$ cat src/design/rsp_pkg.sv
`timescale 1ns / 1ps
`default_nettype none

package rsp_pkg;

	// Parser phases
	typedef enum logic [2:0] {
		PH_IDLE,
		PH_LINE,
		PH_INT,
		PH_LEN,
		PH_DATA,
		PH_TAIL,
		PH_DRAIN
	} phase_t;

	typedef enum logic [2:0] {
		VT_SIMPLE,
		VT_ERROR,
		VT_BULK,
		VT_INT,
		VT_ARRAY
	} vtype_t;

	typedef enum logic [1:0] {
		K_PAYLOAD,
		K_HEADER,
		K_END,
		K_ERROR
	} kind_t;

	typedef enum logic [1:0] {
		E_INCOMPLETE,
		E_INVALID,
		E_UNSUPPORTED,
		E_LIMIT
	} err_t;

	// Stream characters
	localparam logic [7:0] CH_PLUS   = 8'h2B;
	localparam logic [7:0] CH_MINUS  = 8'h2D;
	localparam logic [7:0] CH_DOLLAR = 8'h24;
	localparam logic [7:0] CH_COLON  = 8'h3A;
	localparam logic [7:0] CH_STAR   = 8'h2A;
	localparam logic [7:0] CH_CR     = 8'h0D;
	localparam logic [7:0] CH_LF     = 8'h0A;
	localparam logic [7:0] CH_ZERO   = 8'h30;
	localparam logic [7:0] CH_NINE   = 8'h39;

	// Integer line flag bits
	localparam int IF_ANY   = 0;
	localparam int IF_SIGN  = 1;
	localparam int IF_NEG   = 2;
	localparam int IF_DIGIT = 3;
	localparam int IF_BAD   = 4;

	// Length line flag bits
	localparam int LF_DIGIT = 0;
	localparam int LF_STOP  = 1;
	localparam int LF_OVER  = 2;

	// Result word queue
	localparam int RQ_DEPTH = 4;
	localparam int RQ_PW    = 2;

	typedef struct packed {
		kind_t       kind;
		vtype_t      vtype;
		logic [7:0]  pbyte;
		logic [32:0] num;
		logic [3:0]  depth;
		logic [3:0]  closed;
		logic        done;
		err_t        code;
		logic        last;
	} result_t;

	// Decoded work of one input word
	typedef struct packed {
		logic        hdr;
		logic        err;
		vtype_t      err_type;
		err_t        err_code;
		logic        pay0;
		logic [7:0]  pay0_b;
		logic        pay1;
		logic [7:0]  pay1_b;
		logic        fin;
		logic        push;
		logic [32:0] num;
		logic        inc;
	} act_t;

endpackage

`default_nettype wire

$ cat src/design/resp_stream_parser.sv
`timescale 1ns / 1ps
`default_nettype none
// RESP byte stream parser.
// Input channel s_*: one stream byte per word in s_tdata; s_tlast marks the last
// byte currently available, and a value left open there is reported incomplete.
// Output channel m_*: event words. m_tuser is the event kind (payload byte,
// value header, value end, error); m_tdata carries type, byte, number, nesting
// depth, closed array count, message done and error code; m_tlast marks the
// final word caused by one input byte.
// Each byte is parsed combinationally against the registered parser state; its
// zero, one or two words enter a four-word result queue when the byte is
// accepted, and m_* shows the oldest word held in the queue.
// Throughput: one byte per cycle while each byte yields at most one word and
// the receiver takes every word; a byte that yields two words puts both on the
// output in turn. s_tready is high while the result queue has at least two free slots.
// Nested array counts live in a DEPTH-entry stack; closing a run of arrays is
// resolved in the same cycle from per-entry "one left" flags.
// Reset puts the parser at top level awaiting a type prefix and empties the
// queue. When the receiver stalls, the queue fills and then s_tready drops;
// no word is lost or reordered.
// After an error, bytes are dropped up to and including the next s_tlast byte.
module resp_stream_parser
	import rsp_pkg::*;
#(
	parameter int DEPTH       = 8,
	parameter int LENGTH_BITS = 32
) (
	input  wire logic        clk,
	input  wire logic        arst_n,
	input  wire logic        s_tvalid,
	output logic             s_tready,
	input  wire logic [7:0]  s_tdata,   // [7:0] data_byte
	input  wire logic        s_tlast,   // end_of_buffer
	output logic             m_tvalid,
	input  wire logic        m_tready,
	// [2:0] value_type, [10:3] payload_byte, [43:11] number_value,
	// [47:44] nesting_depth, [51:48] closed_arrays, [52] message_done,
	// [54:53] error_code, [55] zero
	output logic [55:0]      m_tdata,
	output logic [1:0]       m_tuser,   // event_kind
	output logic             m_tlast    // last_of_run
);

	localparam int ACC_W = (LENGTH_BITS > 33) ? LENGTH_BITS : 33;
	localparam int LW    = $clog2(DEPTH + 1);
	localparam int IW    = (DEPTH > 1) ? $clog2(DEPTH) : 1;
	localparam logic [ACC_W+3:0] LEN_MAX = (ACC_W + 4)'({LENGTH_BITS{1'b1}});

	// Parser state
	phase_t                 ph_q, ph_n;
	vtype_t                 ctype_q, ctype_n;
	logic                   held_q, held_n;
	logic [ACC_W-1:0]       acc_q, acc_n;
	logic [4:0]             flg_q, flg_n;
	logic [LENGTH_BITS-1:0] left_q, left_n;
	logic [LW-1:0]          lvl_q, lvl_n;
	logic [LENGTH_BITS-1:0] stk_q [DEPTH];
	logic                   one_q [DEPTH];

	// Work of the current byte
	act_t                   act;
	logic                   s_fire;
	logic [7:0]             b;
	logic                   en1, en2, en, line_end;
	logic [7:0]             ch;
	logic [ACC_W+4:0]       stp;
	logic [LW-1:0]          closed_c, lvl_after;
	logic [LW-1:0]          lvl_pre;
	logic                   stop;
	logic [IW-1:0]          dec_idx;
	logic [LENGTH_BITS-1:0] dec_src;
	result_t                res_c [2];
	result_t                cand;
	logic [1:0]             nres;

	// Result queue
	result_t                rq_q [RQ_DEPTH];
	logic [RQ_PW-1:0]       wp_q, rp_q;
	logic [RQ_PW:0]         cnt_q;
	logic                   m_fire;

	// One integer-line content byte
	function automatic logic [ACC_W+4:0] int_step(input logic [4:0] f,
			input logic [ACC_W-1:0] a, input logic [7:0] c);
		logic [4:0]       nf;
		logic [ACC_W-1:0] na;
		logic [35:0]      v;
		logic             taken;
		nf = f;
		na = a;
		v = '0;
		taken = 1'b0;
		if (!nf[IF_ANY]) begin
			nf[IF_ANY] = 1'b1;
			if (c == CH_PLUS) taken = 1'b1;
		end
		if (!taken && !nf[IF_SIGN]) begin
			nf[IF_SIGN] = 1'b1;
			if (c == CH_MINUS) begin
				nf[IF_NEG] = 1'b1;
				taken = 1'b1;
			end
		end
		if (!taken) begin
			if (c < CH_ZERO || c > CH_NINE) begin
				nf[IF_BAD] = 1'b1;
			end else begin
				nf[IF_DIGIT] = 1'b1;
				v = ({3'b0, a[32:0]} << 3) + ({3'b0, a[32:0]} << 1)
					+ 36'(c - CH_ZERO);
				if (v > 36'd2147483648) nf[IF_BAD] = 1'b1;
				else na[32:0] = v[32:0];
			end
		end
		return {nf, na};
	endfunction

	// One length-line content byte
	function automatic logic [ACC_W+4:0] len_step(input logic [4:0] f,
			input logic [ACC_W-1:0] a, input logic [7:0] c);
		logic [4:0]       nf;
		logic [ACC_W-1:0] na;
		logic [ACC_W+3:0] w;
		nf = f;
		na = a;
		w = '0;
		if (!nf[LF_STOP] && !nf[LF_OVER]) begin
			if (c < CH_ZERO || c > CH_NINE) begin
				nf[LF_STOP] = 1'b1;
			end else begin
				nf[LF_DIGIT] = 1'b1;
				w = ({4'b0, a} << 3) + ({4'b0, a} << 1) + (ACC_W + 4)'(c - CH_ZERO);
				if (w > LEN_MAX) nf[LF_OVER] = 1'b1;
				else na = w[ACC_W-1:0];
			end
		end
		return {nf, na};
	endfunction

	assign s_fire = s_tvalid && s_tready;
	assign m_fire = m_tvalid && m_tready;
	assign b = s_tdata;

	// Count the arrays that a value end closes
	always_comb begin
		closed_c = '0;
		stop = 1'b0;
		for (int i = DEPTH - 1; i >= 0; i--) begin
			if (LW'(i) < lvl_q) begin
				if (!stop && one_q[i]) closed_c = closed_c + LW'(1);
				else stop = 1'b1;
			end
		end
		lvl_after = lvl_q - closed_c;
		dec_idx = IW'(lvl_after - LW'(1));
		dec_src = stk_q[dec_idx];
	end

	// Next state and decoded work
	always_comb begin
		ph_n = ph_q;
		ctype_n = ctype_q;
		held_n = held_q;
		acc_n = acc_q;
		flg_n = flg_q;
		left_n = left_q;
		lvl_n = lvl_q;
		act = '0;
		ch = CH_CR;
		en = 1'b0;
		stp = '0;
		line_end = held_q && (b == CH_LF);
		en1 = held_q && (b != CH_LF);
		en2 = !line_end && (b != CH_CR);
		unique case (ph_q)
			PH_IDLE: begin
				act.hdr = 1'b1;
				unique case (b)
					CH_PLUS: begin
						ctype_n = VT_SIMPLE;
						ph_n = PH_LINE;
					end
					CH_MINUS: begin
						ctype_n = VT_ERROR;
						ph_n = PH_LINE;
					end
					CH_DOLLAR: begin
						ctype_n = VT_BULK;
						ph_n = PH_LEN;
					end
					CH_COLON: begin
						ctype_n = VT_INT;
						ph_n = PH_INT;
					end
					CH_STAR: begin
						ctype_n = VT_ARRAY;
						ph_n = PH_LEN;
					end
					default: begin
						act.hdr = 1'b0;
						act.err = 1'b1;
						act.err_type = VT_SIMPLE;
						act.err_code = E_UNSUPPORTED;
						ph_n = PH_DRAIN;
					end
				endcase
				held_n = 1'b0;
				if (act.hdr) begin
					acc_n = '0;
					flg_n = '0;
					left_n = '0;
				end
			end
			PH_DATA: begin
				act.pay0 = 1'b1;
				act.pay0_b = b;
				left_n = left_q - LENGTH_BITS'(1);
				if (left_n == '0) ph_n = PH_TAIL;
			end
			PH_LINE, PH_INT, PH_LEN, PH_TAIL: begin
				held_n = (b == CH_CR);
				// Held CR first, then this byte
				for (int k = 0; k < 2; k++) begin
					ch = (k == 0) ? CH_CR : b;
					en = (k == 0) ? en1 : en2;
					if (en) begin
						priority if (ph_q == PH_LINE) begin
							if (!act.pay0) begin
								act.pay0 = 1'b1;
								act.pay0_b = ch;
							end else begin
								act.pay1 = 1'b1;
								act.pay1_b = ch;
							end
						end else if (ph_q == PH_INT) begin
							stp = int_step(flg_n, acc_n, ch);
							flg_n = stp[ACC_W+4:ACC_W];
							acc_n = stp[ACC_W-1:0];
						end else if (ph_q == PH_LEN) begin
							stp = len_step(flg_n, acc_n, ch);
							flg_n = stp[ACC_W+4:ACC_W];
							acc_n = stp[ACC_W-1:0];
						end else begin
							stp = '0;
						end
					end
				end
				// CR LF closes the line
				if (line_end) begin
					unique case (ph_q)
						PH_LINE: begin
							act.fin = 1'b1;
							act.num = '0;
						end
						PH_INT: begin
							if (flg_q[IF_BAD] || !flg_q[IF_DIGIT] ||
								(!flg_q[IF_NEG] && acc_q[32:0] > 33'd2147483647)) begin
								act.err = 1'b1;
								act.err_code = E_INVALID;
							end else begin
								act.fin = 1'b1;
								act.num = flg_q[IF_NEG] ? (33'd0 - acc_q[32:0]) : acc_q[32:0];
							end
						end
						PH_LEN: begin
							if (!flg_q[LF_DIGIT]) begin
								act.err = 1'b1;
								act.err_code = E_INVALID;
							end else if (flg_q[LF_OVER]) begin
								act.err = 1'b1;
								act.err_code = E_LIMIT;
							end else if (ctype_q == VT_BULK) begin
								left_n = acc_q[LENGTH_BITS-1:0];
								ph_n = (acc_q == '0) ? PH_TAIL : PH_DATA;
							end else if (acc_q == '0) begin
								act.fin = 1'b1;
								act.num = '0;
							end else if (lvl_q >= LW'(DEPTH)) begin
								act.err = 1'b1;
								act.err_code = E_LIMIT;
							end else begin
								act.push = 1'b1;
								act.num = acc_q[32:0];
								lvl_n = lvl_q + LW'(1);
								ph_n = PH_IDLE;
							end
						end
						default: begin
							act.fin = 1'b1;
							act.num = acc_q[32:0];
						end
					endcase
					if (act.err) begin
						act.err_type = ctype_q;
						ph_n = PH_DRAIN;
						held_n = 1'b0;
					end
					if (act.fin) begin
						lvl_n = lvl_after;
						ph_n = PH_IDLE;
					end
				end
			end
			PH_DRAIN: begin
				held_n = held_q;
			end
			default: begin
				ph_n = PH_IDLE;
			end
		endcase
		// Nesting level after this byte's work, before any end-of-buffer reset
		lvl_pre = lvl_n;
		// End of buffer: report an open value, return to top level
		if (s_tlast) begin
			if (!act.err && ph_q != PH_DRAIN && (ph_n != PH_IDLE || lvl_n != '0))
				act.inc = 1'b1;
			ph_n = PH_IDLE;
			lvl_n = '0;
			held_n = 1'b0;
		end
	end

	// Assemble the result words of this byte
	always_comb begin
		res_c[0] = '0;
		res_c[1] = '0;
		nres = '0;
		cand = '0;
		cand.depth = 4'(lvl_q);
		if (act.hdr) begin
			cand.kind = K_HEADER;
			cand.vtype = ctype_n;
			res_c[nres[0]] = cand;
			nres = nres + 2'd1;
		end
		if (act.err) begin
			cand = '0;
			cand.depth = 4'(lvl_q);
			cand.kind = K_ERROR;
			cand.vtype = act.err_type;
			cand.code = act.err_code;
			res_c[nres[0]] = cand;
			nres = nres + 2'd1;
		end
		if (act.pay0) begin
			cand = '0;
			cand.depth = 4'(lvl_q);
			cand.kind = K_PAYLOAD;
			cand.vtype = ctype_q;
			cand.pbyte = act.pay0_b;
			res_c[nres[0]] = cand;
			nres = nres + 2'd1;
		end
		if (act.pay1 && nres < 2'd2) begin
			cand = '0;
			cand.depth = 4'(lvl_q);
			cand.kind = K_PAYLOAD;
			cand.vtype = ctype_q;
			cand.pbyte = act.pay1_b;
			res_c[nres[0]] = cand;
			nres = nres + 2'd1;
		end
		if ((act.fin || act.push) && nres < 2'd2) begin
			cand = '0;
			cand.depth = 4'(lvl_q);
			cand.kind = K_END;
			cand.vtype = ctype_q;
			cand.num = act.num;
			cand.closed = act.fin ? 4'(closed_c) : 4'd0;
			cand.done = act.fin && (lvl_after == '0);
			res_c[nres[0]] = cand;
			nres = nres + 2'd1;
		end
		if (act.inc) begin
			// Drop payload words, keep header or value end
			if (nres != 2'd0 && res_c[0].kind == K_PAYLOAD) nres = 2'd0;
			cand = '0;
			cand.depth = 4'(lvl_pre);
			cand.kind = K_ERROR;
			cand.vtype = ctype_n;
			cand.code = E_INCOMPLETE;
			res_c[nres[0]] = cand;
			nres = nres + 2'd1;
		end
		if (nres != 2'd0) res_c[nres == 2'd2].last = 1'b1;
	end

	// Parser state registers
	always_ff @(posedge clk or negedge arst_n) begin
		if (!arst_n) begin
			ph_q <= PH_IDLE;
			ctype_q <= VT_SIMPLE;
			held_q <= 1'b0;
			acc_q <= '0;
			flg_q <= '0;
			left_q <= '0;
			lvl_q <= '0;
		end else if (s_fire) begin
			ph_q <= ph_n;
			ctype_q <= ctype_n;
			held_q <= held_n;
			acc_q <= acc_n;
			flg_q <= flg_n;
			left_q <= left_n;
			lvl_q <= lvl_n;
		end
	end

	// Array count stack: push a new count, decrement the surviving top
	always_ff @(posedge clk) begin
		if (s_fire && act.push) begin
			stk_q[lvl_q[IW-1:0]] <= acc_q[LENGTH_BITS-1:0];
			one_q[lvl_q[IW-1:0]] <= (acc_q == ACC_W'(1));
		end
		if (s_fire && act.fin && lvl_after != '0) begin
			stk_q[dec_idx] <= dec_src - LENGTH_BITS'(1);
			one_q[dec_idx] <= (dec_src == LENGTH_BITS'(2));
		end
	end

	// Result queue control
	always_ff @(posedge clk or negedge arst_n) begin
		if (!arst_n) begin
			wp_q <= '0;
			rp_q <= '0;
			cnt_q <= '0;
		end else begin
			if (s_fire) wp_q <= wp_q + RQ_PW'(nres);
			if (m_fire) rp_q <= rp_q + RQ_PW'(1);
			cnt_q <= cnt_q + (s_fire ? (RQ_PW + 1)'(nres) : '0)
				- (RQ_PW + 1)'(m_fire);
		end
	end

	// Result queue storage
	always_ff @(posedge clk) begin
		if (s_fire && nres != 2'd0) rq_q[wp_q] <= res_c[0];
		if (s_fire && nres == 2'd2) rq_q[wp_q + RQ_PW'(1)] <= res_c[1];
	end

	assign s_tready = cnt_q <= (RQ_PW + 1)'(RQ_DEPTH - 2);
	assign m_tvalid = cnt_q != '0;
	assign m_tdata = {1'b0, rq_q[rp_q].code, rq_q[rp_q].done, rq_q[rp_q].closed,
		rq_q[rp_q].depth, rq_q[rp_q].num, rq_q[rp_q].pbyte, rq_q[rp_q].vtype};
	assign m_tuser = rq_q[rp_q].kind;
	assign m_tlast = rq_q[rp_q].last;

endmodule

`default_nettype wire

$ cat config.mk
export PLATFORM = sky130hd
export DESIGN_NAME = resp_stream_parser
export DESIGN_NICKNAME = d
export VERILOG_FILES = /design/src/design/rsp_pkg.sv /design/src/design/resp_stream_parser.sv
export SDC_FILE = /design/constraint.sdc
export NUM_CORES = 1
export LEC_CHECK = 0
export CAP_MARGIN = 20
export CELL_PAD_IN_SITES_DETAIL_PLACEMENT = 0
export CELL_PAD_IN_SITES_GLOBAL_PLACEMENT = 1
export CORE_MARGIN = 2
export CORE_UTILIZATION = 40
export DETAILED_ROUTE_END_ITERATION = 10
export DONT_BUFFER_PORTS = 1
export HOLD_SLACK_MARGIN = 0.15
export PLACE_DENSITY_LB_ADDON = 0.1
export SETUP_SLACK_MARGIN = 0.1
export SLEW_MARGIN = 25
export SYNTH_ARGS = -nofsm -noshare
export SYNTH_HDL_FRONTEND = slang
export SYNTH_SLANG_ARGS = --single-unit
$ cat constraint.sdc
create_clock -name clk -period 16.2 [get_ports clk]
set_input_delay 0.81 -clock clk [delete_from_list [all_inputs] [get_ports clk]]
set_output_delay 0.81 -clock clk [all_outputs]
set_load 0.02 [all_outputs]
==> results of run 1 <==
## placed cells by master, fill, tap and decap left out, drive strengths merged, types with 20 or more instances in the layout
master and count:
a21o 27, a31oi 24, mux4 123, nand2b 22, nand4 40, a22o 33, fa 34, o21ai 209
nor4 20, mux2i 207, xnor2 54, nor2 166, nor3 48, dfrtp 88, nor2b 23, mux2 30
edfxtp 496, xor2 36, nand2 220, clkinv 20, inv 77, or3 33, a22oi 24, ha 70
nand3 90, a21oi 134, o31ai 25, clkbuf 89, buf 67, and2 26
## through the flow
step           cell area [um2]  total power [uW]
6_report                 36700              6300
5_1_grt                  36700              6680
4_1_cts                  36700              6370
3_5_place_dp             34600              4880
3_3_place_gp             34600              4850
2_1_floorplan            33300              4120
## worst paths after layout
path | slack, ns | to | cells after the start | from
min reg2reg | 0.50 | cnt_q[2] | 1 | cnt_q[2]
min | 0.32 | ph_q[2] | 1 | s_tlast
max in group asynchronous | 14.89 | rp_q[0] | 2 | arst_n
max reg2reg | 4.84 | stk_q[7][28] | 39 | lvl_q[3]
min in group asynchronous | 0.82 | left_q[25] | 2 | arst_n
max | 4.84 | stk_q[7][28] | 39 | lvl_q[3]
## cells by family (layout without fill, tap and decap cells)
group | Yosys count | in the layout | synth area share (%)
simple gates | 775 | 775 | 11.6
compound gates | 597 | 597 | 11.2
flops | 584 | 584 | 51.3
mux | 360 | 360 | 15.5
buf+inv | 257 | 263 | 3.21
fa+ha+maj | 104 | 104 | 4.67
xor+xnor | 91 | 91 | 2.43
other cells | 1 | 1 | 0.0113
## flip-flops by register name (all words and copies together) (netlist names), 3 cells and up
| register | flops |
|---|---|
| acc_q | 33 |
| stk_q | 256 |
| flg_q | 5 |
| ctype_q | 3 |
| lvl_q | 4 |
| one_q | 8 |
| ph_q | 3 |
| rq_q | 232 |
| left_q | 32 |
| cnt_q | 3 |
## routing by layer
metal,share of wire [%],routed length (um)
met1,44,43800
met2,49,48000
met3,4.7,4670
met4,2.2,2120
met5,0,0
## power groups by stage
stage / Clock [uW] / Sequential [uW] / Combinational [uW]
floorplan: 0 / 1870 / 2250
global placement: 0 / 1930 / 2920
detailed placement: 0 / 1940 / 2940
CTS: 1500 / 1910 / 2950
global route: 1560 / 1930 / 3190
finish: 1470 / 1910 / 2920
## layout make-up
cell class,count,area (um2),area share (%)
Clock inverter,30,288,0.784
Sequential cell,584,17100,46.6
Inverter,76,285,0.777
Tap cell,1070,1340,3.65
Timing Repair Buffer,68,533,1.45
Clock buffer,89,1810,4.94
Multi-Input combinational cell,1928,15300,41.8
## worst max-delay path, delay by kind of cell, from the launching register on
| kind | cells | cell delay [ns] |
|---|---|---|
| DFF | 1 | 0.69 |
| xor gates and xnor gates | 2 | 0.22 |
| buffers and inverters | 5 | 1.71 |
| and+or+nand+nor | 13 | 2.39 |
| AOI/OAI and AO/OA | 4 | 1.15 |
| adders and majority gates | 10 | 3.09 |
| muxes | 5 | 1.79 |
## repair_timing
action | in CTS | in global routing
hold buffers | 2 | 0
gates resized for setup | 0 | 0
hold endpoints to repair | 88 | 0
## Yosys cell counts, drive strengths merged, types with 12 or more instances
| library cell | n | share of area [%] |
|---|---|---|
| edfxtp | 496 | 45 |
| nand2 | 220 | 2.5 |
| o21ai | 209 | 3.2 |
| mux2i | 207 | 6.2 |
| nor2 | 166 | 1.9 |
| a21oi | 134 | 2.0 |
| clkbuf | 130 | 1.5 |
| mux4 | 123 | 8.3 |
| nand3 | 90 | 1.4 |
| dfrtp | 88 | 6.6 |
| inv | 74 | 0.83 |
| ha | 70 | 2.6 |
| xnor2 | 54 | 1.4 |
| buf | 51 | 0.88 |
| nor3 | 48 | 0.74 |
| nand4 | 40 | 0.75 |
| xor2 | 36 | 0.95 |
| fa | 34 | 2.0 |
| a22o | 33 | 0.87 |
| or3 | 33 | 0.62 |
| mux2 | 30 | 1.0 |
| a21o | 27 | 0.61 |
| and2 | 26 | 0.49 |
| o31ai | 25 | 0.58 |
| a22oi | 24 | 0.54 |
| a31oi | 24 | 0.50 |
| nor2b | 23 | 0.43 |
| nand2b | 22 | 0.41 |
| nor4 | 20 | 0.44 |
| and3 | 18 | 0.34 |
| o211ai | 17 | 0.38 |
| or2 | 15 | 0.28 |
| o22ai | 14 | 0.26 |
| or4 | 12 | 0.27 |
==> metrics.md, run 1 <==
| Metric | Value |
|---|---|
| Critical Path End Type | register |
| Net load switching power | between 2000 and 3000 uW |
| Min Tclk post-route | approximately 11 ns |
| Clock share of power | 23.3% |
| Clk buf depth | 3 |
| Status | complete, no violations |
| Final core occ | approximately 45% |
| Max-Cap Viols | 0 |
| Post-DRT Antenna Nets | 0 |
| Die area | ~86000 um2 |
| Final Setup Violations | 0 |
| Vias in the first global route | 23317 |
| Num ports | between 70 and 80 |
| Worst Hold Class | input port to register |
| Max IR drop VDD | about 0.2 mV |
| #FFs+latches synth | around 580 |
| Worst slew pin tran | between 1 and 1.5 ns |
| Fmax | just under 90 MHz |
| Buffers on Ports | 0 |
| Slew headroom | 25.3% |
| Final Worst Setup Slack | between 4 and 5 ns |
| Later-pin clock latency in the skew report | approximately 0.62 ns |
| Finished Layout Cells | approximately 3800 |
| Routability cong. | slightly below 0.9 |
| Most frequent CP cell | ha_1 |
| Critical Path Source Type | register |
| Routing usage on met1 | a little under a third |
| Via Count | approximately 23000 |
| Drt drc | 0 |
| Slowest stage delay, CP | around 0.7 ns |
| CP Class | register to register |
| Worst EP arrival | about 12 ns |
| Ys flop type | edfxtp_1 |
| Iteration-0 DRC Markers | around 1800 |
| Initial Util | 40.5% |
| Routed len/inst | 25.6 um |
| Highest-delay cell along the critical path | dfrtp_1 |
| Reg clk slew, reported paths | approximately 0.06 ns |
| Pins Over Slew Limit | 0 |
| Number of synthesis warnings | 0 |
| Final #Nets | roughly 2800 |
| Final Cycle Share | 70.1% |
| CTS tree | yes |
| Net Count, Synth | ~2900 |
| Unrepaired setup endpoints after global routing | false |
| Post-Route Hold Slack | roughly 0.32 ns |
| Num CTS Buffers | 68 |
| P&R area growth vs syn | 10.1% |
| Die width | just under 300 um |
| H-tree depth | 3 |
| CP required | ~16 ns |
| Placed insts | between 3000 and 4000 |
| Layout cell share with drive strength beyond 1 | between 10% and 20% |
| Post-CTS Setup Bufs | 0 |
| Drt pass-1 iters | 8 |
| GRT busiest layer | met2 |
| Register area share after synthesis | 51.3% |
| Pwr per Cell Area | about 170 nW/um2 |
| Synthesized area per cell | around 12 um2 |
| Synth Cell Area | 33300 um2 |
| Grt ovf | 0 |
| LEAKAGE | 0.0142 uW |
| Global Route Usage Sum | 23.1% |
| Antenna Diode Count | 0 |
| Initial antenna violation count | 0 |
| Root buf cell | clkbuf_16 |
| Switching Fraction | between 40% and 50% |
| Cell variety after synth | 93 |
| Worst slack after detailed placement | around 4.8 ns |
| Fill count | 7538 |
| First-pass GRT wire length | approximately 150000 um |
| Setup TNS | 0 ns |
| Die Span Y | between 200 and 300 um |
| Largest net degree at the start of global routing | 89 |
| EDFF count, synth | approximately 500 |
| Internal power | 3730 uW |
| Syn Inst Count | 2769 |
| Part of the power in registers | 30.3% |
| Site row count | 105 |
| Routed WL | between 90000 and 100000 um |
| Fin Clk Skew | 0.0338 ns |
| Core area | 82200 um2 |
| GRT met3 Usage | under 10% |
| Combinational power share | a little under half |
| Dpl hpwl | 65400 um |
| Hold Fails Final Rpt | 0 |
| Crit path max fanout | between 40 and 50 |
| Via/cell ratio | about 5.9 |
| Asr flop ratio synth | 15.1% |
| Met2 Use GR | 38.9% |
| Clock sinks | between 500 and 600 |
Power figures use the tool's default switching activity.
==> run 2, diff against run 1 <==
==> constraint.sdc (replaced) <==
create_clock -name clk -period 11.45 [get_ports clk]
set_input_delay 0.5725 -clock clk [delete_from_list [all_inputs] [get_ports clk]]
set_output_delay 0.5725 -clock clk [all_outputs]
set_load 0.02 [all_outputs]
==> run 2 against run 1 <==
Compared with the run above: maximum frequency is 11% higher; highest routed layer unchanged; critical endpoint is now stk_q[1][31]; core utilization is 0.57 points higher; critical path type unchanged; non-clock buffer count is 10 higher; largest cell class unchanged.
==> metrics.md, run 2 (synthesized netlist as in run 1, its figures left out) <==
| Metric | Value |
|---|---|
| P&R area growth vs syn | 11.5% |
| Initial antenna violation count | 1 (+1) |
| Delay-heaviest family, CP | adder cells |
| Num CTS Buffers | 68 (unchanged) |
| Reg clk slew, reported paths | 0.06 ns (about the same) |
| Post-Route Hold Slack | 0.206 ns (-0.110 ns) |
| First-pass GRT wire length | 150000 um (-0.23%) |
| Via/cell ratio | 5.96 (+0.18%) |
| Site row count | 105 (unchanged) |
| Most frequent cells in the layout | 496 x edfxtp_1, 219 x nand2_1, 206 x mux2i_1 |
| Critical Path End Type | register |
| Status | complete, no violations |
| Worst slew pin tran | 1.09 ns (-0.0177 ns) |
| CP required | 11.77 ns (-4.72 ns) |
| Later-pin clock latency in the skew report | 0.62 ns (about the same) |
| Initial Util | 40.5% (unchanged) |
| Max IR drop VDD | 0.312 mV (+60%) |
| Max-Cap Viols | 0 (unchanged) |
| Top reg by flops | stk_q |
| Clock sinks | 584 (unchanged) |
| Die area | 85600 um2 (unchanged) |
| Fin Clk Skew | 0.0355 ns (+0.00176 ns) |
| LEAKAGE | 0.0145 uW (+1.6%) |
| Critical Path Source Type | register |
| Core area | 82200 um2 (unchanged) |
| Fmax | 97.5 MHz (+11%) |
| Global Route Usage Sum | 23.1% (-0.024 points) |
| Largest net degree at the start of global routing | 89 (unchanged) |
| Final Setup Violations | 0 (unchanged) |
| CP Class | register to register |
| Final Cycle Share | 89.6% (+19 points) |
| Via Count | 23001 (+0.59%) |
| Unrepaired setup endpoints after global routing | false |
| Dpl hpwl | 66500 um (+1.7%) |
| Antenna Diode Count | 0 (unchanged) |
| Routed len/inst | 25.7 um (+0.14%) |
| Post-DRT Antenna Nets | 0 (unchanged) |
| Post-CTS Resized | 0 (unchanged) |
| Vias in the first global route | 23193 (-0.53%) |
| Crit path max fanout | 18 (-57%) |
| Slew headroom | 26.5% (+1.2 points) |
| Worst Hold Class | input port to register |
| Num ports | 74 (unchanged) |
| Max FFs per register | 256 (unchanged) |
| Routability cong. | 0.860 (-3.6%) |
| Final #Nets | 2853 (+0.35%) |
| Buffers on Ports | 0 (unchanged) |
| Drt pass-1 iters | 5 (-3) |
| Drt drc | 0 (unchanged) |
| Hold Fails Final Rpt | 0 (unchanged) |
| Pins Over Slew Limit | 0 (unchanged) |
| H-tree depth | 3 (unchanged) |
| Routed WL | 99100 um (+0.56%) |
| Die width | 293 um (unchanged) |
| Slowest stage delay, CP | 0.73 ns (+0.04 ns) |
| Worst EP arrival | 10.57 ns (-1.08 ns) |
| Pwr per Cell Area | 248 nW/um2 (+45%) |
| Iteration-0 DRC Markers | 1965 (+7.7%) |
| Setup TNS | 0 ns (unchanged) |
| Die Span Y | 293 um (unchanged) |
| Highest-delay cell along the critical path | nor4_1 |
| Post-CTS Setup Bufs | 0 (unchanged) |
| Pwr Total | 9230 uW (+46%) |
| Root buf cell | clkbuf_16 |
| Layout cell share with drive strength beyond 1 | 13.4% (+0.54 points) |
| Min Tclk post-route | 10.25 ns (-1.10 ns) |
| CTS tree | yes |
| Largest registers | stk_q (256), rq_q (232), acc_q (33) |
| Most frequent CP cell | ha_1 |
| Grt ovf | 0 (unchanged) |
| Most common cell after layout, fill and taps aside | edfxtp_1 |
| Clk buf depth | 3 (unchanged) |
| Buf/Inv on CP | 6 (+1) |
run 2: layer usage:
layer  track usage [%]  share of wire (%)
met1              31.9                 45
met2              38.0                 47
met3              3.70                4.9
met5                 0                  0
met4              5.83                2.3
run 2: where the power goes:
group | leakage, uW | internal (uW) | switching [uW]
combinational | 0.00697 | 1570 | 2600
sequential | 0.00632 | 2530 | 167
clock | 0.00118 | 1440 | 927
run 2: layout make-up:
class / instances / area [um2]
clock buffers: 79 / 1760
clock inverters: 46 / 663
fillers: 7449 / 45100
inverters: 76 / 285
multi-input cells: 1928 / 15300
flip-flops and latches: 584 / 17100
well taps: 1070 / 1340
repair buffers: 78 / 677
run 2: worst reg2reg max path: cells and delay by family (launching register included):
family                     cells  cell delay [ns]
buffers and inverters          6             1.28
xor gates and xnor gates       2             0.28
and+or+nand+nor               13             2.44
adders and majority gates      9             2.78
muxes                          5             1.74
AOI/OAI and AO/OA              4             1.09
DFF                            1             0.33
run 2: metrics by stage:
step / cell area (um2) / util (%) / worst slack [ns] / std cells
final: 37200 / 45.2 / 1.20 / 3861
after global routing: 37200 / 45.2 / 0.135 / 3861
after CTS: 37200 / 45.2 / 1.05 / 3861
after detailed placement: 34600 / 42.1 / 1.11 / 3728
after global placement: 34600 / 42.1 / 1.40 / 3728
after floorplan: 33300 / - / 0.207 / 2769
run 2: final timing paths:
kind | cells after the start | startpoint | to | slack (ns)
setup reg to reg | 39 | lvl_q[3] | stk_q[1][31] | 1.20
min in group asynchronous | 2 | arst_n | left_q[28] | 0.53
setup / recovery | 39 | lvl_q[3] | stk_q[1][31] | 1.20
hold reg to reg | 1 | cnt_q[2] | cnt_q[2] | 0.50
max in group asynchronous | 2 | arst_n | rp_q[0] | 10.31
hold / removal | 1 | s_tdata[1] | rq_q[0][46] | 0.21
run 2: repair_timing:
item                                    4_1_cts  5_1_grt
endpoints found under the hold margin        94        0
endpoints found under the setup margin        0        0
hold buffers                                  8        0
